### config.mk
export PLATFORM = sky130hd
export DESIGN_NAME = ilid_cell
export DESIGN_NICKNAME = d
export VERILOG_FILES = /design/src/ilid_pkg.sv /design/src/ilid_cell.sv
export SDC_FILE = /design/constraint.sdc
export NUM_CORES = 1
export LEC_CHECK = 0
export BUFFER_PORTS_ARGS = -buffer_cell sky130_fd_sc_hd__buf_2
export CORE_MARGIN = 1
export CORE_UTILIZATION = 43
export CTS_CLUSTER_SIZE = 40
export DETAILED_ROUTE_END_ITERATION = 10
export GPL_ROUTABILITY_DRIVEN = 0
export GPL_TIMING_DRIVEN = 0
export PLACE_DENSITY = 0.82
export REMOVE_ABC_BUFFERS = 1
export SKIP_LAST_GASP = 1
export SLEW_MARGIN = 20
export SYNTH_ARGS = -nofsm -noshare
export SYNTH_HDL_FRONTEND = slang
export SYNTH_SLANG_ARGS = --single-unit
### constraint.sdc
create_clock -name clk_i -period 6.4 [get_ports clk_i]
set_input_delay 0.64 -clock clk_i [delete_from_list [all_inputs] [get_ports clk_i]]
set_output_delay 0.64 -clock clk_i [all_outputs]
set_load 0.005 [all_outputs]
### src/ilid_pkg.sv
`timescale 1ns / 1ps
// ----------------------------------------------------------------------------
// ilid_pkg
// Types and constants shared by the indexed list core, its cells and its
// channel interfaces.
// ----------------------------------------------------------------------------
package ilid_pkg;

  localparam int unsigned OpW     = 3;
  localparam int unsigned PosW    = 6;
  localparam int unsigned DataW   = 32;
  localparam int unsigned StatusW = 2;
  localparam int unsigned CountW  = 7;

  // Taps ORed together in one register of the read tree.
  localparam int unsigned GroupSize = 8;

  typedef enum logic [OpW-1:0] {
    OP_APPEND    = 3'd0,
    OP_READ      = 3'd1,
    OP_POP       = 3'd2,
    OP_REMOVE_AT = 3'd3,
    OP_INSERT_AT = 3'd4,
    OP_OVERWRITE = 3'd5,
    OP_CLEAR     = 3'd6
  } op_e;

  typedef enum logic [StatusW-1:0] {
    ST_OK    = 2'd0,
    ST_RANGE = 2'd1,
    ST_FULL  = 2'd2
  } status_e;

  // What every cell of the row does in the cycle an operation is applied.
  typedef enum logic [2:0] {
    CELL_HOLD,
    CELL_APPEND,
    CELL_INSERT,
    CELL_REMOVE,
    CELL_WRITE,
    CELL_READ
  } cell_op_e;

  typedef struct packed {
    cell_op_e          op;
    logic [PosW-1:0]   pos;
    logic [DataW-1:0]  value;
  } cell_cmd_t;

endpackage

### src/ilid_cell.sv
`timescale 1ns / 1ps
// ----------------------------------------------------------------------------
// ilid_cell
// One list entry. Loads the new value, takes its left or right neighbor's
// entry for a shift, or holds; presents its entry on the read tap when
// addressed by a read.
// ----------------------------------------------------------------------------
module ilid_cell import ilid_pkg::*; #(
  parameter int unsigned Capacity = 64,
  parameter int unsigned Index    = 0,
  localparam int unsigned CntW    = $clog2(Capacity + 1),
  localparam int unsigned CmpW    = (CntW > PosW) ? CntW : PosW
) (
  input  logic              clk_i,
  input  cell_cmd_t         cmd_i,
  input  logic [CntW-1:0]   count_i,
  input  logic [DataW-1:0]  left_i,
  input  logic [DataW-1:0]  right_i,
  output logic [DataW-1:0]  data_o,
  output logic [DataW-1:0]  tap_o
);

  logic [DataW-1:0] data_q, data_d;
  logic [DataW-1:0] tap_q, tap_d;
  logic [CmpW-1:0]  idx, pos, cnt;

  assign idx = CmpW'(Index);
  assign pos = CmpW'(cmd_i.pos);
  assign cnt = CmpW'(count_i);

  always_comb begin
    data_d = data_q;
    tap_d  = '0;
    unique case (cmd_i.op)
      CELL_APPEND: begin
        if (idx == cnt) data_d = cmd_i.value;
      end
      CELL_INSERT: begin
        if (idx == pos) begin
          data_d = cmd_i.value;
        end else if (idx > pos) begin
          data_d = left_i;
        end
      end
      CELL_REMOVE: begin
        if (idx >= pos) data_d = right_i;
      end
      CELL_WRITE: begin
        if (idx == pos) data_d = cmd_i.value;
      end
      CELL_READ: begin
        if (idx == pos) tap_d = data_q;
      end
      default: begin
        data_d = data_q;
      end
    endcase
  end

  always_ff @(posedge clk_i) begin
    data_q <= data_d;
    tap_q  <= tap_d;
  end

  assign data_o = data_q;
  assign tap_o  = tap_q;

endmodule

==> results of run 1 <==
## state kept, by name, indices dropped and copies added, names as in the netlist
| register | count |
|---|---|
| tap_o | 32 |
| data_o | 32 |
## stage by stage
step                      instances  setup slack [ps]  TNS (ps)  util, %
final                           519              3621         0    63.61
after global routing            519              3439         0    63.61
after global placement          492            -823.0    -26290    58.09
after CTS                       519              3611         0    63.57
after floorplan                 239              1036         0        -
after detailed placement        503              3281         0    60.06
## final timing paths
path,startpoint,to,slack (ps),cells after the start
worst max-delay path,cmd_i[38],data_o[28]$_DFFE_PP_,3620,5
worst min-delay path,data_o[12]$_DFFE_PP_,tap_o[12]$_SDFF_PN0_,470,1
worst max register to register,data_o[14]$_DFFE_PP_,tap_o[14]$_SDFF_PN0_,5740,1
worst min register to register,data_o[12]$_DFFE_PP_,tap_o[12]$_SDFF_PN0_,470,1
## report_power, final
| part | switching, mW | internal (mW) | leakage, nW |
|---|---|---|---|
| clock | 0.157 | 0.224 | 0.117 |
| sequential | 0.000577 | 0.433 | 0.553 |
| combinational | 0.0534 | 0.0443 | 1.08 |
## layout make-up
class	count	area, um2
timing repair buffer	187	977.2
inverter	1	3.754
clock buffer	12	176.4
clock inverter	4	48.80
sequential	64	1602
multi-input combinational	174	1181
tap	77	96.34
fill	551	2337
## layout by cell type, fill, tap and decap left out, types with 2 or more instances in the layout
cell	synthesis	layout
buf_2	1	183
a2111oi_0	32	32
nor4_1	33	32
o22ai_1	32	32
nor3_1	32	32
and2_1	32	32
edfxtp_1	32	32
dfxtp_1	32	32
clkbuf_8	0	11
or4_1	3	2
clkinv_2	0	2
## kinds of logic (layout without fill, tap and decap cells)
kind of cell	after synthesis	after routing	synth area share (%)
compound gates	66	66	17.21
buf+inv	35	204	4.724
flops	64	64	55.48
simple gates	108	108	22.58
## synth_stat cells, drive strengths merged
cell,count,area (um2)
inv,1,3.750
edfxtp,32,960.9
o41ai,1,8.760
or4,3,22.52
nor2,1,3.750
a2111oi,32,280.3
nand3b,1,7.510
nand2,1,3.750
o22ai,32,200.2
nor4,34,227.7
nor2b,1,6.260
and2,32,200.2
buf,1,5.000
nor3,32,160.2
nor3b,1,7.510
dfxtp,32,640.6
clkbuf,33,127.6
or2,1,6.260
o211ai,1,7.510
nand2b,1,6.260
## routing by layer
metal	share of wire (%)	global-route usage (%)	vias up
met5	0	0	-
met2	53	47.24	196
met1	38	29.15	1419
li1	-	-	1432
met4	2.5	13.64	0
met3	7.3	4.550	20
==> flow_summary.toml, run 1 <==
[place]
placed_cell_area_mm2 = 0.003857
place.detailed.hpwl_mm = 6.218
port_buffers = 176

[sta]
period_minus_slack_ps = 2779
setup_viol = 0
hold-worst-slack_ps = 466.8
worst_pin_slew_ps = 1070
finalHoldViolCount = 0
finalMaxSlewViolations = 0
slew_headroom_pct = 28.65
clock_skew_ps = 6.729
fmax_mhz = 359.8
rsz0062_at_grt = "false"
period_share_pct = 43.42

[logic_synthesis]
seq_area_frac_synth_pct = 55.48
synth_area_mm2 = 0.002887
synth_area_per_cell_um2 = 10.57
ys_types = 22
yosys_warnings = 0
ys_seq_elements = 64
synthesis.instances = 273

[die]
dieHeight_um = 83.93
rows = 29
core_area_mm2 = 0.006422
ios = 177
die_area_mm2 = 0.007044
die_w_um = 83.93
initial_utilization_pct = 44.94

[clock_network]
clockBufferDepth = 2
cts_root_buf = "clkbuf_8"
postCtsSetupBuffers = 0
clkSinkCount = 64
cts_tree = "yes"
clock_latency_ps = 330
cts.clk_slew.worst_paths_ps = 70
numCtsBuffers = 9
cts_resized = 0
cts_max_level = 3
cts_hold_buf = 0

[routing]
first_iter_violations = 187
avgRoutedWirePerCell_um = 17.40
vias = 3067
drt-total-wl_mm = 9.032
final_antenna_net_count = 0
vias_per_cell = 5.909
drc = 20
drt_pre_antenna_iters = 8

[worst_setup_path]
cp.required_ps = 6430
arrival_ps = 2810
cp_cell_sequence = "buf_2 -> inv_1 -> o41ai_2 -> buf_2 -> buf_2"
worst_path_largest_cell_delay_ps = 790
cp_max_fo = 68
cp-start-kind = "input port"
crit_top_cell = "buf_2"
critPathTopFamily = "buffers and inverters"
worst_path_max_delay_cell = "buf_2"
crit_path_end_kind = "flip-flop"
crit_buf_inv = 4
criticalPathCategory = "input port to flip-flop"

[power]
power_uw = 912.6
p_per_area_mw_per_mm2 = 223.4
leakagePower_nw = 1.752
ir_drop_v = 0.0001146

[worst_hold_path]
holdCritPathClass = "flip-flop to flip-flop"

[finish]
nNetsFinal = 550
drive_above_1_share_pct = 47.74
antennaDiodeCount = 0
fin_area_mm2 = 0.004085
syn2layout_area_growth_pct = 41.53

[run]
maxCapViolations = 0

[run_status]
run_status = "finished with violations"
failed_checks = "design-rule violations"

[grt]
antenna_found_initial = 0
grt_pass1_vias = 3032
track_usage_pct = 26.10
grt.overflow.total = 0
grt_pass1_wl_mm = 14.31
grt_max_degree = 69
No activity file was read; power rests on OpenSTA's default activity.
==> inputs of run 2 (changes only) <==
ABC_AREA = 1   (was default)
CORE_UTILIZATION = 42   (was 43)
PLACE_DENSITY = 0.79   (was 0.82)
clock period = 2.5 ns   (was 6.4 ns; I/O delays follow)
==> flow_summary.toml, run 2 <==
[worst_hold_path]
min-delay-start = "left_i[22]"
holdPathStages = 5
holdCritPathClass = "input port to flip-flop"
holdPathEnd = "data_o[22]$_DFFE_PP_"

[power]
comb_power_share_pct = 14.0
leakagePower_nw = 2.581
p_per_area_mw_per_mm2 = 480.1
ir_drop_v = 0.0002567
power_mw = 2.306
p_seq_share_pct = 48.2
power.internal_mw = 1.725
p_sw_uw = 581.2
power_frac_clock_pct = 37.8
swShare_pct = 25.20

[worst_setup_path]
r2r_start = "data_o[20]$_DFFE_PP_"
worst_path_max_delay_cell = "o21ai_4"
cp.required_ps = 2530
rrSetupSlack_ps = 1760
cp_cell_sequence = "buf_2 -> nor2_4 -> nand3_4 -> buf_12 -> o21ai_4 -> buf_16"
arrival_ps = 2450
criticalPathCategory = "input port to flip-flop"
r2r.worst_path.cells = 1
cp_max_fo = 41
worst_r2r_endpoint = "tap_o[20]$_SDFF_PN0_"
cp-start-kind = "input port"
cp-startpoint = "cmd_i[36]"
worst_path_largest_cell_delay_ps = 540
critPathTopFamily = "simple AND/OR/NAND/NOR gates"
crit_buf_inv = 3
crit_path_end_kind = "flip-flop"

[run]
maxCapViolations = 0

[place]
port_buffers = 176
place.detailed.hpwl_mm = 6.602
post-place-ws_ps = -563.2

[die]
rows = 33
core_area_mm2 = 0.008299
ios = 177
initial_utilization_pct = 43.75
die_w_um = 94.98
die_area_mm2 = 0.009021
dieHeight_um = 94.98

[routing]
topRoutingLayerUsed = "met4"
drt-total-wl_mm = 10.15
first_iter_violations = 121
drt_pre_antenna_iters = 5
drc = 0
dr_wl_met2_mm = 5.203
dr_wl_met3_um = 736
avgRoutedWirePerCell_um = 13.72
vias = 3609
final_antenna_net_count = 0
vias_per_cell = 4.877
met1_length_mm = 3.989

[sta]
period_share_pct = 97.04
finalMaxSlewViolations = 0
worst_pin_slew_ps = 967.5
setup_slack_ps = 73.92
rsz0062_at_grt = "false"
period_minus_slack_ps = 2426
setup_viol = 0
slew_headroom_pct = 35.43
fmax_mhz = 412.2
clock_skew_ps = 10.91
finalHoldViolCount = 0

[logic_synthesis]
synth_area_mm2 = 0.003631
synthMostInstantiatedCell = "inv_1"
synth_common_cells = "inv_1 (114), nand2_1 (99), nand3_1 (35)"
synth_area_per_cell_um2 = 7.809
synth_edf_count = 32
synth_top_area_share_pct = 26.46
ys.flop_type = "edfxtp_1"
synth_top_cell_by_area = "edfxtp_1"
ys_seq_elements = 64
seq_area_frac_synth_pct = 44.11
synthesis.instances = 465
async_flop_share_pct = 0
yosys_warnings = 0
ys_types = 19
synthTopCellsByArea = "edfxtp_1 (26%), dfxtp_1 (18%), inv_1 (12%)"

[grt]
grt_pass1_vias = 3286
grt.overflow.total = 0
antenna_found_initial = 0
grt_pass1_wl_mm = 15.44
grt_max_degree = 42
track_usage_pct = 22.66

[run_status]
run_status = "finished clean"

[clock_network]
cts_root_buf = "clkbuf_8"
clockBufferDepth = 2
postCtsSetupBuffers = 0
clkSinkCount = 64
cts.clk_slew.worst_paths_ps = 80
cts_tree = "yes"
numCtsBuffers = 9
clock_latency_ps = 320
cts_resized = 0
cts_max_level = 3

[finish]
fill_cells = 744
final_cell_mix = "buf_2 (176), inv_1 (114), nand2_1 (98), nand3_1 (33)"
nNetsFinal = 743
antennaDiodeCount = 0
multi_input_area_mm2 = 0.001448
seq_area_mm2 = 0.001602
drive_above_1_share_pct = 38.74
syn2layout_area_growth_pct = 32.29
layout_commonest_cell = "buf_2"
[run 2: cell types whose count changed after synthesis, moves of 9 or more]
cell / delta
inv_1: +113
nand2_1: +98
nand3_1: +35
nor4_1: -33
a2111oi_0: -32
and2_1: -32
nand4_1: +32
nor3_1: -32
nor3b_2: +32
o21ai_1: +32
o22ai_1: -32
clkbuf_1: -25
buf_2: +13
inv_2: +9
[run 2: power by group through the flow]
| stage | Combinational, mW | Clock, mW | Sequential [mW] |
|---|---|---|---|
| floorplan | 0.158 | 0 | 1.14 |
| global route | 0.364 | 0.931 | 1.11 |
| finish | 0.324 | 0.871 | 1.11 |
| detailed placement | 0.311 | 0 | 1.13 |
| CTS | 0.322 | 0.894 | 1.11 |
| global placement | 0.288 | 0 | 1.13 |
[run 2: worst min-delay path: stages]
cell	delay [ps]
buf_2	80
inv_1	30
nand2_1	50
nand3_1	60
nand2_1	50
[run 2: layout make-up]
class	instances	area share, %
flip-flops and latches	64	33.34
multi-input cells	247	30.14
repair buffers	179	19.74
inverters	129	10.08
clock buffers	12	3.022
well taps	105	2.735
clock inverters	4	0.9377
[run 2: stage by stage]
| stage | util, % | cells | TNS (ps) | instance area, um2 | hold slack, ps |
|---|---|---|---|---|---|
| after global routing | 57.88 | 740 | 0 | 4803 | 312.4 |
| after detailed placement | 55.36 | 721 | -15550 | 4594 | 496.3 |
| after global placement | 53.93 | 718 | -325530 | 4476 | 486.2 |
| final | 57.88 | 740 | 0 | 4803 | 292.4 |
| after floorplan | - | 437 | -140110 | 3463 | 511.5 |
| after CTS | 57.88 | 740 | 0 | 4803 | 280.0 |
[run 2: layer usage]
| layer | vias to the layer above | global-route usage [%] |
|---|---|---|
| li1 | 1782 | - |
| met1 | 1631 | 26.51 |
| met3 | 21 | 4.750 |
| met4 | 0 | 8.712 |
| met5 | - | 0 |
| met2 | 175 | 40.29 |
[run 2: logic make-up after synthesis]
logic type / share of synthesized area, %
buffers and inverters: 17.95
flip-flops: 44.11
AO/OA/AOI/OAI: 4.755
AND/OR/NAND/NOR: 33.18
[run 2: worst max path at each step]
| stage | to | slack (ps) | cells after the start |
|---|---|---|---|
| floorplan | data_o[0]$_DFFE_PP_ | -2770 | 3 |
| global placement | data_o[6]$_DFFE_PP_ | -5330 | 4 |
| detailed placement | data_o[6]$_DFFE_PP_ | -560 | 6 |
| CTS | data_o[28]$_DFFE_PP_ | 90 | 6 |
| global route | data_o[28]$_DFFE_PP_ | 0.5 | 6 |
| finish | data_o[26]$_DFFE_PP_ | 70 | 6 |
[run 2: timing repair]
action	in CTS	in global routing
hold buffers	0	0
gates cloned	3	0
pin swaps	3	1
setup endpoints to repair	32	17
==> inputs of run 3 (changes only) <==
CORE_UTILIZATION = 24   (was 42)
PLACE_DENSITY = 0.51   (was 0.79)
==> flow_summary.toml, run 3 (synthesized netlist as in run 2, its figures left out) <==
[run_status]
run_status = "finished with violations"
failed_checks = "design-rule violations"

[power]
p_sw_uw = 642.4
comb_power_share_pct = 12.4
leakagePower_nw = 2.694
p_per_area_mw_per_mm2 = 537.1
swShare_pct = 23.21
power_frac_clock_pct = 47.4
p_seq_share_pct = 40.2
power.internal_mw = 2.126
ir_drop_v = 0.0002850

[sta]
slew_headroom_pct = 47.51
setup_viol = 0
worst_pin_slew_ps = 784.6
finalMaxSlewViolations = 0
hold-worst-slack_ps = 296.6
period_minus_slack_ps = 2285
fmax_mhz = 437.6
finalHoldViolCount = 0
clock_skew_ps = 3.214
setup_tns_ps = 0
period_share_pct = 91.41
rsz0062_at_grt = "false"

[grt]
busiest_layer = "met2"
antenna_found_initial = 0
grt.overflow.total = 0
grt_util_met3_pct = 3.252
use_met1_pct = 17.45
grt_max_degree = 36
grt_pass1_vias = 3505
grt_pass1_wl_mm = 17.29
grt.met2_usage_pct = 23.92
track_usage_pct = 14.19

[finish]
final_util_pct = 35.19
antennaDiodeCount = 0
drive_above_1_share_pct = 38.93
final_cell_mix = "buf_2 (176), inv_1 (114), nand2_1 (98), nand3_1 (33)"
nNetsFinal = 746
layout_commonest_cell = "buf_2"
stdcell_count = 821
fin_area_mm2 = 0.005154
syn2layout_area_growth_pct = 41.94

[routing]
drt-total-wl_mm = 10.81
drc = 22
avgRoutedWirePerCell_um = 13.16
final_antenna_net_count = 0
vias = 3582
first_iter_violations = 153
vias_per_cell = 4.363
drt_pre_antenna_iters = 8

[clock_network]
cts.clk_slew.worst_paths_ps = 50
clockBufferDepth = 2
clkSinkCount = 64
cts_max_level = 3
cts_tree = "yes"
cts_root_buf = "clkbuf_16"
numCtsBuffers = 9
clock_latency_ps = 330

[die]
rows = 44
die_w_um = 125
initial_utilization_pct = 24.79
ios = 177
dieHeight_um = 125
die_area_mm2 = 0.01563
core_area_mm2 = 0.01464

[worst_setup_path]
criticalPathCategory = "input port to flip-flop"
cp_max_fo = 35
crit_top_cell = "buf_16"
crit_path_end_kind = "flip-flop"
critPathTopFamily = "buffers and inverters"
worst_path_max_delay_cell = "nor2_4"
arrival_ps = 2320
cp_cell_sequence = "buf_2 -> nor2_4 -> buf_16 -> nand3_4 -> buf_12 -> o21ai_4 -> buf_16"
crit_buf_inv = 4
cp-start-kind = "input port"
rrSetupSlack_ps = 1730
cp.required_ps = 2540
worst_path_largest_cell_delay_ps = 460

[worst_hold_path]
holdCritPathClass = "input port to flip-flop"

[place]
placed_cell_area_mm2 = 0.004831
place_inst = 805
port_buffers = 176
place.detailed.hpwl_mm = 8.028

[run]
maxCapViolations = 0
[run 3: cell types whose count changed in the layout (fill, tap and decap cells not counted), sizes merged]
cell | before | now
buf | 179 | 185
clkinv | 9 | 8
clkbuf | 12 | 11
nor2 | 14 | 11
bufinv | 1 | 2
[run 3: worst paths after layout]
path	from	endpoint	cells past startpoint
worst min register to register	data_o[11]$_DFFE_PP_	tap_o[11]$_SDFF_PN0_	1
worst max-delay path	cmd_i[32]	data_o[22]$_DFFE_PP_	7
worst max register to register	data_o[3]$_DFFE_PP_	tap_o[3]$_SDFF_PN0_	1
worst min-delay path	left_i[11]	data_o[11]$_DFFE_PP_	5
[run 3: per-layer routing]
layer | vias to the layer above | part of all wire, %
met3 | 10 | 6.6
met5 | - | 0
met2 | 138 | 48
met1 | 1653 | 44
met4 | 0 | 1.6
li1 | 1781 | -
[run 3: metrics by stage]
step	setup WS [ps]	power, mW
6_report	214.7	2.768
5_1_grt	79.48	2.890
4_1_cts	200.7	2.818
3_5_place_dp	-574.7	1.480
3_3_place_gp	-5863	1.437
2_1_floorplan	-2775	1.293
[run 3: area by class of cell]
type	instances	area (um2)
Clock buffer	11	232.7
Clock inverter	4	70.07
Fill cell	1569	9490
Inverter	129	484.2
Multi-Input combinational cell	244	1429
Sequential cell	64	1602
Tap cell	184	230.2
Timing Repair Buffer	185	1106
[run 3: what timing repair did]
| item | CTS | global route |
|---|---|---|
| endpoints found under the setup margin | 32 | 0 |
| endpoints found under the hold margin | 0 | 0 |
| buffers inserted | 1 | 0 |
| resized for setup | 0 | 0 |
| hold buffers | 0 | 0 |
[run 3: power by group through the flow]
stage	Sequential (mW)	Clock [mW]	Combinational, mW
2_1_floorplan	1.14	0	0.158
5_1_grt	1.11	1.39	0.386
4_1_cts	1.11	1.36	0.347
3_5_place_dp	1.13	0	0.345
6_report	1.11	1.31	0.342
3_3_place_gp	1.14	0	0.302
